$ cat src/rtl/ohash_pkg.sv
package ohash_pkg;

  localparam int CAPACITY = 1024;

  typedef enum logic [1:0] {
    TAG_EMPTY = 2'd0,
    TAG_LIVE  = 2'd1,
    TAG_GONE  = 2'd2
  } tag_t;

  typedef enum logic [1:0] {
    CMD_INSERT = 2'd0,
    CMD_LOOKUP = 2'd1,
    CMD_REMOVE = 2'd2,
    CMD_NONE   = 2'd3
  } cmd_t;

  typedef enum logic [1:0] {
    ST_OK   = 2'd0,
    ST_MISS = 2'd1,
    ST_DUP  = 2'd2,
    ST_FULL = 2'd3
  } status_t;

  typedef enum logic [3:0] {
    S_CLEAR,
    S_IDLE,
    S_H1,
    S_H2,
    S_H3,
    S_H4,
    S_H5,
    S_H6,
    S_H7,
    S_HOME,
    S_READ,
    S_CHECK,
    S_OUT
  } state_t;

  localparam logic [0:0] CFG_SEED  = 1'b0;
  localparam logic [0:0] CFG_LIMIT = 1'b1;

  localparam logic [31:0] SEED_RESET  = 32'hdeadbeef;
  localparam logic [10:0] LIMIT_RESET = 11'd682;
  localparam logic [31:0] C1 = 32'hcc9e2d51;
  localparam logic [31:0] C2 = 32'h1b873593;
  localparam logic [31:0] C3 = 32'he6546b64;
  localparam logic [31:0] F1 = 32'h85ebca6b;
  localparam logic [31:0] F2 = 32'hc2b2ae35;

  function automatic logic [31:0] rotl(input logic [31:0] x, input int r);
    rotl = (x << r) | (x >> (32 - r));
  endfunction

endpackage

$ cat src/rtl/ohash_hash.sv
module ohash_hash (
  input  logic        clk,
  input  logic [2:0]  step,
  input  logic [63:0] key,
  input  logic [31:0] seed,
  output logic [31:0] hash
);
  import ohash_pkg::*;

  logic [31:0] h_r, k_r;
  logic [31:0] h_nxt, k_nxt, hm;

  always_comb begin
    h_nxt = h_r;
    k_nxt = k_r;
    hm    = rotl(h_r ^ k_r, 13);
    case (step)
      3'd0: begin
        h_nxt = seed;
        k_nxt = key[31:0] * C1;
      end
      3'd1: k_nxt = rotl(k_r, 15) * C2;
      3'd2: begin
        h_nxt = (hm << 2) + hm + C3;
        k_nxt = key[63:32] * C1;
      end
      3'd3: k_nxt = rotl(k_r, 15) * C2;
      3'd4: begin
        h_nxt = (hm << 2) + hm + C3;
        h_nxt = h_nxt ^ 32'd8;
        h_nxt = h_nxt ^ (h_nxt >> 16);
        h_nxt = h_nxt * F1;
      end
      3'd5: h_nxt = (h_r ^ (h_r >> 13)) * F2;
      3'd6: h_nxt = h_r ^ (h_r >> 16);
      default: ;
    endcase
  end

  always_ff @(posedge clk) begin
    h_r <= h_nxt;
    k_r <= k_nxt;
  end

  assign hash = h_r;
endmodule

$ cat config.mk
export PLATFORM = sky130hd
export DESIGN_NAME = ohash_hash
export DESIGN_NICKNAME = d
export VERILOG_FILES = /design/src/rtl/ohash_pkg.sv /design/src/rtl/ohash_hash.sv
export SDC_FILE = /design/constraint.sdc
export NUM_CORES = 2
export LEC_CHECK = 0
export ABC_CLOCK_PERIOD_IN_PS = 10500
export BUFFER_PORTS_ARGS = -buffer_cell sky130_fd_sc_hd__buf_2
export CORE_MARGIN = 3
export CORE_UTILIZATION = 46
export DETAILED_ROUTE_END_ITERATION = 12
export GPL_TIMING_DRIVEN = 0
export SYNTH_ARGS = -nofsm -noshare
export SYNTH_HDL_FRONTEND = slang
export SYNTH_SLANG_ARGS = --single-unit
$ cat constraint.sdc
create_clock -name clk -period 10.5 [get_ports clk]
set_clock_uncertainty 0.2 [all_clocks]
set_input_delay 0 -clock clk [delete_from_list [all_inputs] [get_ports clk]]
set_output_delay 0 -clock clk [all_outputs]
set_load 0.01 [all_outputs]
== Yosys cells after proc, flatten, opt, wreduce, memory -nomap -nowiden ==
Cells that the tools add are included.
Operators by class
  eq/ne operators: 6
  bitwise operators: 7
  multiply operators: 5
  add/sub/neg operators: 2
  reductions and logical operators: 4
  multiplexer cells: 2
Operator list (number)
  $pmux W32 S5: 1
  $mul A32 B31 Y32 const B: 3
  $pmux W32 S3: 1
  $xor A32 B16 Y32: 2
  $add A32 B32 Y32: 1
  $add A32 B32 Y32 const B: 1
  $mul A32 B29 Y32 const B: 1
  $mul A32 B32 Y32 const B: 1
  $or A32 B13 Y32: 1
  $or A32 B15 Y32: 1
  $xor A32 B19 Y32: 1
  $xor A32 B32 Y32: 1
  $eq A3 B3 Y1 const B: 3
  $eq A3 B2 Y1 const B: 2
  $reduce_bool A5 Y1: 1
  $eq A3 B1 Y1 const B: 1
  $logic_not A3 Y1: 1
  $reduce_bool A3 Y1: 1
  $reduce_or A2 Y1: 1
  $not A1 Y1: 1
Storage, ports and cells
  bits of input ports: 100
  register bits: 64
  word-level logic and storage cells: 28
  output and inout bits: 32

== Longest topological paths before layout ==
  depth in word-level cells: 8
  depth in mapped cells: 44
  mapped depth without buffers: 43

== Least setup slack after synthesis ==
No wires, ideal clock.
  path type: register to register
  start point: register h_r[19] (netlist: hash[19])
  end point: register h_r[31] (netlist: hash[31]) (data pin)
  data required time: 10.133 ns
  slack: -0.358 ns
  path buffers: 0
  clock period less this slack: 10.858 ns
  arrival time: 10.491 ns
  stages on the path, launching flop included: 42
  path through: edfxtp_1 > xnor2_1 > ha_1 > inv_1 > ha_1 > a211oi_2 > nor2_1 > o311a_1 > o32a_4 > a31o_4 > a211oi_4 > o21bai_1 > a21oi_2 > xnor2_1 > xor2_1 > ha_1 > ha_1 > fa_1 > (+6 left out) > inv_1 > fa_1 > inv_1 > fa_1 > inv_1 > ha_1 > a21oi_1 > nor2_1 > a211oi_1 > a21oi_1 > a211oi_1 > o41ai_1 > and2_1 > or4_2 > a311o_1 > xnor3_1 > xnor2_1 > a221oi_2
On the way
  longest elaborated chain between the ends: 8
  elaborated cells between the ends (all ways): 10
  those cells by class: add/sub (2); mul (2); mux (1); bitwise (5)
Ends and longest elaborated chain
  from (decl): RTL line ohash_hash.sv:10  | logic [31:0] h_r, k_r;
  from (signal assigned): RTL line ohash_hash.sv:41  | h_r <= h_nxt;
  $xor A32 B32 Y32: RTL line ohash_hash.sv:16  | hm = rotl(h_r ^ k_r, 13);
  $or A32 B13 Y32: RTL line ohash_pkg.sv:53  | rotl = (x << r) | (x >> (32 - r));
  $add A32 B32 Y32 (2 in a row): RTL line ohash_hash.sv:24, ohash_hash.sv:29
  $not A1 Y1 (no line)
  $xor A32 B16 Y32: RTL line ohash_hash.sv:31  | h_nxt = h_nxt ^ (h_nxt >> 16);
  $mul A32 B32 Y32: RTL line ohash_hash.sv:32  | h_nxt = h_nxt * F1;
  $pmux W32 S5 *: RTL line ohash_hash.sv:17  | case (step)
  via h_nxt[31]: RTL line ohash_hash.sv:11  | logic [31:0] h_nxt, k_nxt, hm;
The timed path passes the listed nets; every way through them passes the cells marked *.
A chain may end at the register's enable or synchronous reset.

== Worst setup path after layout ==
  start point: register k_r[25]
  end point: register h_r[31] (netlist: hash[31]) (data pin)
On the way
  longest elaborated chain between the ends: 7
Ends and longest elaborated chain
  from (decl): RTL line ohash_hash.sv:10
  from (signal assigned): RTL line ohash_hash.sv:42  | k_r <= k_nxt;
  $xor A32 B32 Y32 *: RTL line ohash_hash.sv:16
  $or A32 B13 Y32 *: RTL line ohash_pkg.sv:53
  $add A32 B32 Y32 * (2 in a row): RTL line ohash_hash.sv:24, ohash_hash.sv:29
  $xor A32 B16 Y32: RTL line ohash_hash.sv:31
  $mul A32 B32 Y32: RTL line ohash_hash.sv:32
  $pmux W32 S5 *: RTL line ohash_hash.sv:17
  via h_nxt[31]: RTL line ohash_hash.sv:11
Marks and branches as above.

==> impl_metrics.tcl <==
set metrics [dict create \
    status "finished, violations left" \
    cts_tree "done" \
    syn2layout_area_growth_pct 10.8 \
    die_height_microns 325 \
    synth_fa_ha_area_share_pct 65.5 \
    cp_max_fo 11 \
    crit_type "register to register" \
    max_stage_delay_ns 0.97 \
    final_util_pct 51.6 \
    met1_length_mm 58.5 \
    start_kind "register" \
    worstMarginPinSlew_ns 1.42 \
    synth_top_cell_area_share_pct 38.1 \
    critical_path_depth 35 \
    critical_path.top_delay_family "adder cells" \
    setup_ws_ns -0.381 \
    max-cap-violations 0 \
    cts_buffers 9 \
    dp_cells 6255 \
    wl_per_cell_microns 21.1 \
    diodes 0 \
    yosys.area_share.xor_xnor_pct 7.25 \
    cts-htree-levels 3 \
    postRouteAntennaNets 0 \
    synth_top_family_by_area "adder cells" \
    dr_wl_met2_mm 64.0 \
    synth_top_area_cell "fa_1" \
    fin_crit_ns 10.88 \
    crit_path_start "k_r[25]$_DFFE_PP_" \
    clock_sinks 64 \
    antenna_found_initial 3 \
    crit_slowest_cell "xnor2_2" \
    drt-initial-drc-count 2241 \
    synth_compound_area_share_pct 7.31 \
    cts-root-buf "clkbuf_16" \
    cp-end-kind "register" \
    synth_cell_types 82 \
    topRoutingLayerUsed "met5" \
    clockBufferDepth 2 \
    first_pass_iters 6 \
    final_layout_size_suffix_gt1_share_pct 8.28 \
    rsz0062_at_grt "true" \
    clock.fmax_mhz 91.9 \
    yosysSeqAreaShare_pct 4.11 \
    synth.avg_cell_area_sq_um 9.82 \
    required_ns 10.39 \
    syn_area_sq_um 46800 \
    hold_depth 3 \
    io_buffers 130 \
    clk-insertion-delay-late_ns 0.38 \
    fp.dieW_microns 325 \
    synth_seq_cells 64 \
    r2r_start "k_r[25]$_DFFE_PP_" \
    layout_common_cells "inv_1, ha_1, fa_1" \
    drc 0 \
    num_vias 33048 \
    violations "setup timing" \
    hold_viol 0 \
    io_pins 132 \
    die-area_sq_um 106000 \
    synth_edf_count 64 \
    finalWeightedCongestion 0.967 \
    cp_common_cell "fa_1" \
    grt.total_usage_pct 26.1 \
    relSlewSlack_pct 4.90 \
    ys_warn_count 0 \
    grt_pass1_vias 35788 \
    r2r_end "hash[31]$_DFFE_PP_" \
    period_share_pct 104 \
    worst-path-buf-inv 5 \
    start_util_pct 46.6 \
    clkTransAtPathRegs_ns 0.06 \
    setup_violations 2 \
    layout.cells.non_filler 6416 \
    ff2ff_path_depth 35 \
    fin_nets 7068 \
    crit_path_end "hash[31]$_DFFE_PP_" \
    rows 116 \
    r2r_slack_ns -0.38 \
    grt_max_degree 40 \
    synthMuxAreaShare_pct 0.0856 \
    layout_commonest_cell "inv_1" \
    final-max-slew-violation-count 0 \
    async_flop_share_pct 0 \
    overflow 0 \
    routed_wl_mm 135 \
    min_path_type "input port to register" \
    ys.flop_type "edfxtp_1" \
    core_area_sq_um 100000 \
    hpwlAfterDp_mm 117 \
    synth-simple-area-share_pct 3.28 \
    cp.arrival_ns 10.77 \
    via_per_inst 5.15 \
    synth_nets 6779 \
    wl_met3_mm 8.36 \
    syn_inst 4765 \
    grt_pass1_wl_mm 210 \
    synthTopCellsByArea "fa_1, ha_1, inv_1" \
]
worst min path at each step:
stage                   from                 end  slack, ns
detailed placement   seed[4]   hash[4]$_DFFE_PP_       0.09
finish                key[1]    k_r[1]$_DFFE_PP_      0.002
global route          key[1]    k_r[1]$_DFFE_PP_       0.02
CTS                   key[1]    k_r[1]$_DFFE_PP_      0.004
global placement     seed[4]   hash[4]$_DFFE_PP_       0.09
floorplan           seed[22]  hash[22]$_DFFE_PP_     -0.007
timing repair:
action | in CTS | in global routing
pin swaps | 41 | 61
hold buffers | 35 | 0
endpoints found under the setup margin | 18 | 10
resized for setup | 91 | 69
buffers inserted | 75 | 40
hold endpoints to repair | 34 | 0
worst reg2reg max path, delay by kind of cell, from the launching register on:
kind,cells,cell delay (ns)
adder cells (fa/ha/maj),11,4.27
AND/OR/NAND/NOR,4,1.05
XOR/XNOR,5,2.08
flip-flops,1,0.54
buffers and inverters,5,0.25
AO/OA/AOI/OAI,10,2.21
cell usage after synthesis, types with 3 or more instances:
library cell / instances
a2111oi_0: 3
o22ai_1: 19
nor2_1: 115
a211o_1: 6
a41oi_1: 3
a221o_1: 7
o21a_1: 18
a21o_1: 68
nand2_1: 89
o221ai_1: 14
xor2_1: 114
and2_1: 8
a31oi_1: 20
nand2b_1: 21
a222oi_1: 4
mux2i_1: 4
a31o_2: 4
o31ai_1: 3
and3_1: 13
or3_1: 3
nand3b_1: 3
a221oi_1: 8
o21ai_1: 10
a211oi_1: 14
ha_1: 1023
a21oi_1: 146
o211ai_1: 9
o31a_1: 3
nand3_1: 28
or2_2: 4
o21bai_1: 28
nor3_1: 14
xnor2_1: 260
clkbuf_1: 31
edfxtp_1: 64
a21boi_0: 3
a22o_1: 3
nand4_1: 10
inv_1: 1513
a311o_1: 3
a22oi_1: 12
nor2b_1: 13
fa_1: 891
o21ai_0: 88
cell families after synthesis:
kind of cell / after synthesis
adders and majority gates: 1914
buffers and inverters: 1552
AOI/OAI and AO/OA: 519
xor gates and xnor gates: 380
and+or+nand+nor: 332
DFF: 64
muxes: 4
state kept, by name (all words and copies together) (netlist names):
| register | flops |
|---|---|
| k_r | 32 |
| hash | 32 |
stage by stage:
step	setup WS [ns]	setup TNS (ns)	area, sq um	hold WS [ns]
CTS	-0.375	-0.526	51200	0.00391
finish	-0.381	-0.566	51800	0.00169
global placement	-2.39	-21.56	49200	0.0932
detailed placement	-2.35	-21.57	49300	0.0905
floorplan	0.00877	0	46900	-0.00659
global route	-0.693	-1.95	51800	0.0232
final cells by class:
| cell class | count | area [sq um] |
|---|---|---|
| tap | 1357 | 1700 |
| fill | 9293 | 48600 |
| timing repair buffer | 282 | 1960 |
| sequential | 64 | 1920 |
| multi-input combinational | 3149 | 40100 |
| inverter | 1516 | 5690 |
| clock inverter | 6 | 83.8 |
| buffer | 32 | 150 |
| clock buffer | 10 | 229 |
per-layer routing:
metal / GRT usage, % / vias up
met5: 0 / -
met4: 6.64 / 4
met3: 3.60 / 182
met2: 44.2 / 1003
met1: 35.4 / 16535
li1: - / 15324
Power is left out: the tool's default activity adds up to more than one toggle a clock period on the data nets, which glitch-free logic cannot reach.
