$ cat config.mk
export PLATFORM = sky130hd
export DESIGN_NAME = ohash_ram
export DESIGN_NICKNAME = d
export VERILOG_FILES = /design/src/rtl/ohash_ram.sv
export SDC_FILE = /design/constraint.sdc
export NUM_CORES = 1
export LEC_CHECK = 0
export ABC_AREA = 1
export BUFFER_PORTS_ARGS = -buffer_cell sky130_fd_sc_hd__buf_2
export CORE_MARGIN = 4
export CORE_UTILIZATION = 35
export CTS_BUF_LIST = sky130_fd_sc_hd__clkbuf_4
export DETAILED_ROUTE_END_ITERATION = 10
export PLACE_DENSITY = 0.57
export SLEW_MARGIN = 40
export SYNTH_ARGS = -nofsm -noshare
export SYNTH_HDL_FRONTEND = slang
export SYNTH_SLANG_ARGS = --single-unit
export TNS_END_PERCENT = 30
$ cat constraint.sdc
create_clock -name clk -period 1.1 [get_ports clk]
set_input_delay 0.165 -clock clk [delete_from_list [all_inputs] [get_ports clk]]
set_output_delay 0.165 -clock clk [all_outputs]
set_load 0.03 [all_outputs]
$ cat src/rtl/ohash_ram.sv
module ohash_ram #(
  parameter int WIDTH = 8,
  parameter int DEPTH = 16
) (
  input  logic                     clk,
  input  logic                     we,
  input  logic [$clog2(DEPTH)-1:0] waddr,
  input  logic [WIDTH-1:0]         wdata,
  input  logic [$clog2(DEPTH)-1:0] raddr,
  output logic [WIDTH-1:0]         rdata
);
  logic [WIDTH-1:0] mem [DEPTH];

  always_ff @(posedge clk) begin
    if (we) begin
      mem[waddr] <= wdata;
    end
    rdata <= mem[raddr];
  end
endmodule

### Yosys cells after proc, flatten, opt, wreduce, memory -nomap -nowiden

Memories as Yosys holds them, arrays and structs flattened. A register that Yosys moved wholly into a read port is not among the register bits.
Cells that the tools add are included.
W data, S select, Z words.

| operators by class | value |
|---|---|
| mux-type cells | 2 |

Operators by type and width:

| operator | count |
|---|---|
| $mux W1 | 2 |

| storage, ports and cells | value |
|---|---|
| flip-flop bits (word level) | 0 |
| RAM bits | 128 |
| bits of input ports | 18 |
| word-level logic and storage cells | 3 |
| memories | 1 |

Memories:

| name | words | width | read ports | clocked after memory_dff | write ports | line | source |
|---|---|---|---|---|---|---|---|
| mem | 16 | 8 | 1 | 1 | 1 | 12 | `logic [WIDTH-1:0] mem [DEPTH];` |

### Depth between registers and ports, before layout

Gate-level depths: netlist (run 1).

| depth | value |
|---|---|
| depth in word-level cells | 2 |
| gate-level depth with buffers | 8 |
| gate-level depth less buffers | 7 |

### Worst setup path before layout (run 1)

OpenSTA, ideal clock, no wires.

| timing | value |
|---|---|
| path type | input-to-reg |
| start point | input port waddr[3] |
| end point | memory mem[4][0], enable pin |
| setup time | 370 ps |
| arrival | 746 ps |
| data required time | 730 ps |
| path slack | -16 ps |
| stages | 2 |
| cells stage by stage | nand3b_1 > nor2_1 |

RTL lines:

| item | line | source |
|---|---|---|
| start: declaration | 7 | `input logic [$clog2(DEPTH)-1:0] waddr,` |
| end: declaration | 12 |  |

Straight into the memory's write port.

### Worst setup path in the final report (run 1)

| timing | value |
|---|---|
| start point | register rdata[2], read port of mem |
| end point | output port rdata[2] |

RTL lines:

| item | line | source |
|---|---|---|
| start: declaration | 10 | `output logic [WIDTH-1:0] rdata` |

No word-level cell between the ends.

==> results of run 1 <==
routing by layer:
metal / vias to the layer above / share of wire / GRT usage
met5: - / 0 / 0
met4: 0 / 0.030 / 0.0694
met3: 25 / 0.043 / 0.0307
met2: 93 / 0.49 / 0.239
met1: 1777 / 0.44 / 0.189
li1: 1884 / - / -
timing repair:
action                                 4_1_cts  5_1_grt
gates resized for setup                     24        2
buffers inserted                             0        0
hold buffers                                 0        1
endpoints found under the hold margin        0        1
setup endpoints to repair                    8       10
sequential cells by signal (all words and copies together), names as in the netlist:
register and flops:
mem 128, rdata 8
how the worst max path moves through the flow:
stage	from	to	slack, ns	cells past startpoint
floorplan	waddr[3]	mem[4][0]	-0.02	2
global placement	raddr[0]	rdata[1]	-0.27	8
detailed placement	raddr[0]	rdata[1]	-0.28	8
CTS	rdata[2]	rdata[2]	-0.16	1
global route	rdata[2]	rdata[2]	-0.18	1
finish	rdata[2]	rdata[2]	-0.12	1
power groups by stage:
stage / Sequential, W / Combinational [W] / Clock [W]
5_1_grt: 0.00584 / 0.000959 / 0.00430
3_3_place_gp: 0.00593 / 0.000819 / 0
6_report: 0.00583 / 0.000867 / 0.00398
3_5_place_dp: 0.00594 / 0.000828 / 0
4_1_cts: 0.00583 / 0.000871 / 0.00407
2_1_floorplan: 0.00600 / 0.000409 / 0
placed cells by master, fill, tap and decap left out, drive strengths merged:
cell type and n:
nand2 173, edfxtp 128, inv 102, nand3 97
buf 58, nor2 17, clkbuf 17, dfxtp 8
bufinv 6, clkinv 5, clkinvlp 4, nand3b 2
diode 1, dlygate4sd3 1
logic make-up (layout without fill, tap and decap cells):
group,after synthesis,in the layout
AND/OR/NAND/NOR,289,289
other,0,1
flip-flops,136,136
buffers and inverters,126,193
through the flow:
| stage | total power [W] | setup slack [ns] | instances | setup TNS [ns] |
|---|---|---|---|---|
| CTS | 0.0108 | -0.164 | 833 | -0.954 |
| global placement | 0.00675 | -0.270 | 801 | -4.84 |
| global route | 0.0111 | -0.176 | 835 | -1.16 |
| detailed placement | 0.00676 | -0.278 | 801 | -5.76 |
| finish | 0.0107 | -0.117 | 835 | -0.610 |
| floorplan | 0.00641 | -0.0158 | 551 | -1.01 |
final cells by class:
class	count	area (um2)	share of cell area
Clock inverter	15	231	0.0343
Timing Repair Buffer	59	495	0.0734
Multi-Input combinational cell	289	1220	0.181
Sequential cell	136	4010	0.595
Clock buffer	17	128	0.0189
Antenna cell	1	2.50	0.000371
Tap cell	216	270	0.0401
Inverter	102	383	0.0567
worst reg2reg max path, stage by stage (launching register included):
cell      delay [ns]
edfxtp_1        0.39
inv_1           0.06
nand2_1         0.04
nand3_1         0.08
nand3_1         0.12
nand3_1         0.10
nand2_1         0.09
==> impl_metrics.json, run 1 <==
{
  "clkPwrFrac": 0.373,
  "p_leak_nw": 2.91,
  "fillers": 1569,
  "grt_max_degree": 62,
  "crit_family": "flip-flops",
  "yosysUniqueCellTypes": 12,
  "cts-root-buf": "clkbuf_4",
  "power.ir.vdd_worst_uv": 584,
  "core_mm2": 0.0160,
  "dr.pass1.iters": 5,
  "violations": "setup timing",
  "finalCritPeriodShare": 1.11,
  "clk_latency_ns": 0.54,
  "final_nets": 623,
  "synth.cell_area_mm2": 0.00577,
  "first_iter_violations": 339,
  "finalWeightedCongestion": 0.841,
  "switchingPower_w": 0.00236,
  "finalSetupViolCount": 8,
  "io_buffers": 25,
  "synth_ff_type": "edfxtp_1",
  "synth_top_area_share": 0.667,
  "routed_wl_mm": 12.9,
  "path_buf_inv": 1,
  "dpl_cell_area_mm2": 0.00631,
  "rows": 46,
  "overflow": 0,
  "end_kind": "output pin",
  "arrival_ns": 1.05,
  "ys_top_cells_by_count": "nand2_1, edfxtp_1, inv_1, nand3_1, nor2_1",
  "fin_crit_ns": 1.22,
  "initial_core_util": 0.360,
  "antenna_found_initial": 1,
  "skew_ns": 0.0144,
  "fp.dieArea_mm2": 0.0186,
  "max-clock-path-buffers": 2,
  "fin_util": 0.422,
  "grt_use_total": 0.147,
  "critPathMaxStageDelay_ns": 0.38,
  "synth.area.mux_share": 0,
  "fmax_mhz": 822,
  "yosysSeqAreaShare": 0.694,
  "crit_type": "flop to output pin",
  "worstPathRequired_ns": 0.94,
  "hp-class": "input pin to flop",
  "synth_edf_count": 128,
  "cts_inserted_buffers": 17,
  "synth_top_family_by_area": "simple AND/OR/NAND/NOR gates",
  "synthMostInstantiatedCell": "nand2_1",
  "synthAdderAreaFrac": 0,
  "holdWs_ns": 0.0431,
  "power.internal_w": 0.00831,
  "maxSlewHeadroom": 0.734,
  "fp.dieW_um": 136,
  "rsz0062_at_grt": "true",
  "powerDensity_mw_per_mm2": 1580,
  "yosys.area_share.simple": 0.210,
  "clkTransAtPathRegs_ns": 0.12,
  "sw_frac_of_total": 0.221,
  "grt_pass1_vias": 3703,
  "synth-compound-area-share": 0,
  "path_cells": "buf_6",
  "vias": 3779,
  "synth.avg_cell_area_um2": 10.5,
  "cts-htree-levels": 4,
  "tritoncts": "yes",
  "reg2reg_depth": 6,
  "finalHoldViolCount": 0,
  "setup_slack_ns": -0.117,
  "holdPathStages": 1,
  "status": "complete, but fails checks",
  "die_y_um": 136,
  "synthTopCellsByArea": "edfxtp_1, nand2_1, nand3_1, inv_1, dfxtp_1",
  "viasPerCell": 4.53,
  "syn_nets": 569,
  "whs_endpoint": "mem[15][7]",
  "synthArstFlopShare": 0,
  "critical_path.startpoint_type": "flop",
  "ios": 26,
  "dp_hpwl_mm": 8.27,
  "min_from": "wdata[7]",
  "yosysTopAreaCell": "edfxtp_1",
  "p_seq_frac": 0.546,
  "yosys_warnings": 0,
  "finalMaxSlewViolations": 0,
  "final_area_mm2": 0.00675,
  "grt_pass1_wl_mm": 20.1,
  "worstReg2RegStart": "mem[15][1]",
  "ys_ff_latch": 136,
  "syn_to_final_growth_pct": 17.0,
  "r2r_end": "rdata[1]",
  "worst_pin_slew_ns": 0.400,
  "synth_xor_area_frac": 0,
  "syn_inst": 551,
  "ff2ff_setup_slack_ns": 0.09,
  "slowest_stage": "dfxtp_2",
  "cts_sinks": 136,
  "final_layout_size_suffix_gt1_frac": 0.160,
  "cp_max_fo": 1,
  "drcViolationCount": 0,
  "ant_nets": 0,
  "wire_per_inst_um": 15.4,
  "max_cap_viol_count": 0,
  "comb_power_share": 0.081
}
Note: power is estimated with default switching activity, not from simulation.
==> run 2, diff against run 1 <==
Settings changed: SETUP_SLACK_MARGIN from default to 0.05.
==> run 2 against run 1 <==
The flow still finishes with violations (setup timing). Die area did not move. Design area rose by 1.0%. Non-clock buffer count did not move. Clock skew rose by 0.0025 ns. Register-to-register slack improved by 0.02 ns. First-iteration DRC count fell by 7.4%. Critical path depth did not move. Clock-buffer cell count did not move. Combinational power rose by 2%. Clock power barely moved. Sequential share of layout area fell by 0.61 points. Critical path type unchanged. Largest power group unchanged.
==> impl_metrics.json, run 2 (synthesis gave the netlist of run 1 again) <==
{
  "finalMaxSlewViolations": 0,
  "worstPathRequired_ns": 0.94,
  "fmax_mhz": 821,
  "finalCritPeriodShare": 1.11,
  "max_cap_viol_count": 0,
  "startpoint": "rdata[2]",
  "finalSetupViolCount": 8,
  "crit_family": "flip-flops",
  "tritoncts": "yes",
  "grt_max_degree": 62,
  "fin_crit_ns": 1.22,
  "clk_latency_ns": 0.54,
  "min_from": "wdata[7]",
  "arrival_ns": 1.05,
  "grt_use_total": 0.147,
  "drcViolationCount": 0,
  "wire_per_inst_um": 15.3,
  "holdPathStages": 1,
  "finalPower_w": 0.0107,
  "grt_pass1_vias": 3703,
  "grt_pass1_wl_mm": 20.1,
  "setup_slack_ns": -0.119,
  "reg.largest.list": "mem (128), rdata (8)",
  "rows": 46,
  "violations": "setup timing",
  "antenna_found_initial": 1,
  "die_y_um": 136,
  "final_layout_size_suffix_gt1_frac": 0.183,
  "skew_ns": 0.0169,
  "slowest_stage": "dfxtp_2",
  "max-clock-path-buffers": 2,
  "maxSlewHeadroom": 0.743,
  "finalHoldViolCount": 0,
  "fp.dieW_um": 136,
  "core_mm2": 0.0160,
  "cp_max_fo": 1,
  "reg2reg_depth": 6,
  "viasPerCell": 4.49,
  "hp-class": "input pin to flop",
  "final_common_cell": "nand2_1",
  "p_leak_nw": 2.94,
  "multi_input_area_mm2": 0.00129,
  "ios": 26,
  "syn_to_final_growth_pct": 18.2,
  "clkTransAtPathRegs_ns": 0.12,
  "end_kind": "output pin",
  "worst_pin_slew_ns": 0.385,
  "dr.pass1.iters": 5,
  "rsz0062_at_grt": "true",
  "post-place-ws_ns": -0.278,
  "cp.depth": 1,
  "routed_wl_mm": 12.8,
  "io_buffers": 25,
  "final_nets": 623,
  "cts-root-buf": "clkbuf_4",
  "first_iter_violations": 314,
  "worstReg2RegStart": "mem[13][6]",
  "cts_sinks": 136,
  "path_buf_inv": 1,
  "vias": 3753,
  "finalWeightedCongestion": 0.841,
  "ant_nets": 0,
  "fp.dieArea_mm2": 0.0186,
  "critical_path.startpoint_type": "flop",
  "fillers": 1566,
  "top_register": "mem",
  "overflow": 0,
  "path_cells": "buf_6",
  "mostFrequentLayoutCells": "nand2_1, edfxtp_1, inv_1",
  "initial_core_util": 0.360,
  "power.ir.vdd_worst_uv": 587,
  "status": "complete, but fails checks",
  "dp_hpwl_mm": 8.27,
  "cts-htree-levels": 4,
  "cts_inserted_buffers": 17,
  "seq_area_mm2": 0.00401,
  "powerDensity_mw_per_mm2": 1570,
  "crit_type": "flop to output pin",
  "critPathMaxStageDelay_ns": 0.38,
  "post-cts-setup-buffer-count": 0,
  "largest_reg_flops": 128
}
==> run 2: cell count changes in the layout (fill, tap and decap cells not counted) <==
cell / delta
nand3_1: -14
nand3_2: +14
==> run 2: metal layers <==
metal / global-route usage / share of wire
met1: 0.189 / 0.42
met3: 0.0307 / 0.059
met5: 0 / 0
met2: 0.239 / 0.49
met4: 0.0694 / 0.024
==> run 2: through the flow <==
stage	instances	util	area, um2	setup TNS [ns]	hold WS [ns]
floorplan	551	-	5770	-1.01	0.264
global placement	801	0.394	6310	-4.84	0.587
detailed placement	801	0.394	6310	-5.76	0.601
CTS	833	0.420	6730	-0.954	0.000700
global route	835	0.426	6820	-1.16	0.00179
finish	835	0.426	6820	-0.638	0.0367
==> run 2: final cells by class <==
cell class              count  area share
clock inverters            15      0.0340
well taps                 216      0.0396
clock buffers              17      0.0187
inverters                 102      0.0562
repair buffers             59      0.0727
flip-flops and latches    136       0.589
multi-input cells         289       0.190
diodes                      1    0.000367
==> run 2: final timing paths <==
path	slack [ns]	end
worst max-delay path	-0.12	rdata[2]
worst min-delay path	0.04	mem[10][7]
worst max register to register	0.11	rdata[6]
worst min register to register	0.69	rdata[3]
==> run 2: timing repair <==
| item | in CTS | in global routing |
|---|---|---|
| resized for setup | 24 | 16 |
| gates cloned | 0 | 0 |
| hold buffers | 0 | 1 |
| endpoints found under the hold margin | 0 | 1 |
| endpoints found under the setup margin | 8 | 16 |
| pin swaps | 0 | 2 |
==> run 2: power by group <==
part	internal, W	switching (W)
Clock	0.00222	0.00175
Combinational	0.000306	0.000579
Sequential	0.00579	0.0000419
==> run 3, diff against run 2 <==
Settings changed: ABC_AREA 1 to default.
==> run 3 against run 2 <==
Clock-buffer cell count did not move. Critical path depth rose by 3. The run still ends with setup timing left. Combinational power fell by 14%. Wire length fell by 21%.
==> impl_metrics.json, run 3 <==
{
  "status": "complete, but fails checks",
  "violations": "setup timing",
  "cts_sinks": 136,
  "n_antenna_cell": 0,
  "routed_wl_mm": 10.2,
  "overflow": 0,
  "tritoncts": "yes",
  "synth_ff_type": "edfxtp_1",
  "finalSetupViolCount": 16,
  "dr.pass1.iters": 5,
  "wire_per_inst_um": 20.0,
  "setup_slack_ns": -0.238,
  "worstPathRequired_ns": 1.50,
  "fin_crit_ns": 1.34,
  "clkTransAtPathRegs_ns": 0.14,
  "arrival_ns": 1.74,
  "reg.largest.list": "mem (128), rdata (8)",
  "grt_max_degree": 17,
  "io_buffers": 25,
  "die_y_um": 129,
  "path_cells": "mux4_2 -> a22oi_2 -> buf_4 -> nand2_2",
  "synthTopCellsByArea": "edfxtp_1, mux4_2, mux4_1, dfxtp_1, a22oi_1",
  "max-clock-path-buffers": 2,
  "syn_inst": 229,
  "vias": 2468,
  "antenna_found_initial": 0,
  "setup-tns-final_ns": -1.82,
  "yosys_warnings": 0,
  "path_buf_inv": 1,
  "mostFrequentLayoutCells": "edfxtp_1, buf_4, mux4_2",
  "synth.avg_cell_area_um2": 22.5,
  "dp_hpwl_mm": 6.88,
  "ys_top_cells_by_count": "edfxtp_1, mux4_2, a22oi_1, mux4_1, nor2_1",
  "synth_top_area_share": 0.747,
  "crit_family": "multiplexers",
  "cts-root-buf": "clkbuf_4",
  "powerDensity_mw_per_mm2": 1590,
  "cts-htree-levels": 4,
  "critPathMaxStageDelay_ns": 0.49,
  "yosysSeqAreaShare": 0.778,
  "slowest_stage": "mux4_2",
  "syn_nets": 247,
  "maxSlewHeadroom": 0.468,
  "synthArstFlopShare": 0,
  "grt_use_total": 0.134,
  "cts_inserted_buffers": 17,
  "worst_pin_slew_ns": 0.797,
  "power.ir.vdd_worst_uv": 932,
  "final_nets": 328,
  "finalMaxSlewViolations": 0,
  "skew_ns": 0.0182,
  "grt_pass1_vias": 2699,
  "finalWeightedCongestion": 0.751,
  "fmax_mhz": 748,
  "initial_core_util": 0.356,
  "critical_path.startpoint_type": "flop",
  "hp-class": "input pin to flop",
  "end_kind": "flop",
  "finalHoldViolCount": 0,
  "rsz0062_at_grt": "true",
  "fin_util": 0.432,
  "final_common_cell": "edfxtp_1",
  "final_layout_size_suffix_gt1_frac": 0.467,
  "ios": 26,
  "viasPerCell": 4.87,
  "first_iter_violations": 240,
  "ant_nets": 0,
  "yosysUniqueCellTypes": 19,
  "rows": 44,
  "p_leak_nw": 2.08,
  "largest_reg_flops": 128,
  "fp.dieW_um": 129,
  "finalCritPeriodShare": 1.22,
  "drcViolationCount": 0,
  "core_mm2": 0.0145,
  "synthMostInstantiatedCell": "edfxtp_1",
  "cp_max_fo": 1,
  "clk_latency_ns": 0.52,
  "crit_type": "flop to flop",
  "grt_pass1_wl_mm": 15.9,
  "ys_ff_latch": 136,
  "syn_to_final_growth_pct": 21.5,
  "yosysTopAreaCell": "edfxtp_1",
  "top_register": "mem",
  "synth.cell_area_mm2": 0.00515,
  "fp.dieArea_mm2": 0.0167,
  "synth_edf_count": 128,
  "max_cap_viol_count": 0
}
## run 3: cell count changes after synthesis, moves of 2 or more
cell	before	now
nand2_1	173	9
inv_1	100	0
nand3_1	97	1
mux4_2	0	18
a22oi_1	0	16
mux4_1	0	14
buf_2	13	3
nor2_1	17	13
nor3_1	0	4
buf_4	4	1
buf_6	6	3
clkdlybuf4s25_2	0	3
inv_2	2	0
nand2b_1	0	2
## run 3: routing by layer
layer  up-vias  routed length [um]  track usage
li1       1123                   -            -
met2        76                4840        0.203
met4         0                 150       0.0451
met3        13                 637       0.0371
met1      1256                4530        0.188
met5         -                   0            0
## run 3: path summary, 6_finish.rpt
check                 start        end  slack (ns)  cells past startpoint
hold / removal     waddr[1]  mem[4][5]        0.19                      3
setup reg to reg  mem[3][4]   rdata[4]       -0.24                      4
hold reg to reg   mem[7][2]   rdata[2]        0.68                      3
setup / recovery  mem[3][4]   rdata[4]       -0.24                      4
## run 3: cell type report
type	count	area, um2
fillers	1257	8230
clock buffers	17	128
well taps	184	230
clock inverters	15	171
multi-input cells	83	1100
repair buffers	72	611
flip-flops and latches	136	4010
## run 3: tightest hold or removal path: stages
cell    delay (ns)
buf_2         0.14
nor3_2        0.06
buf_4         0.18
## run 3: kinds of logic (layout without fill, tap and decap cells)
kind of cell | count (synthesis) | count (layout) | share of synthesized area
flip-flops | 136 | 136 | 0.778
AO/OA/AOI/OAI | 16 | 16 | 0.0233
multiplexers | 32 | 32 | 0.150
buffers and inverters | 10 | 104 | 0.0168
AND/OR/NAND/NOR | 35 | 35 | 0.0318
## run 3: report_power, final
part | leakage [nW] | internal [W] | switching [W]
clock | 0.147 | 0.00140 | 0.00192
combinational | 0.704 | 0.000359 | 0.000403
sequential | 1.22 | 0.00579 | 0.0000436
## run 3: per-stage QoR
stage	power, W	hold slack, ns	setup slack (ns)	area [um2]	std cells
6_report	0.00991	0.189	-0.238	6250	507
4_1_cts	0.0100	0.00437	-0.233	6230	506
3_3_place_gp	0.00661	0.555	-0.602	5780	467
5_1_grt	0.0104	0.126	-0.280	6250	507
3_5_place_dp	0.00663	0.572	-0.556	5780	467
2_1_floorplan	0.00631	0.264	-0.171	5170	229
## run 3: what timing repair did
item / 4_1_cts / 5_1_grt
hold buffers: 7 / 1
hold endpoints to repair: 92 / 12
pin swaps: 4 / 4
endpoints found under the setup margin: 16 / 16
gates resized for setup: 29 / 6
setup buffers: 0 / 0
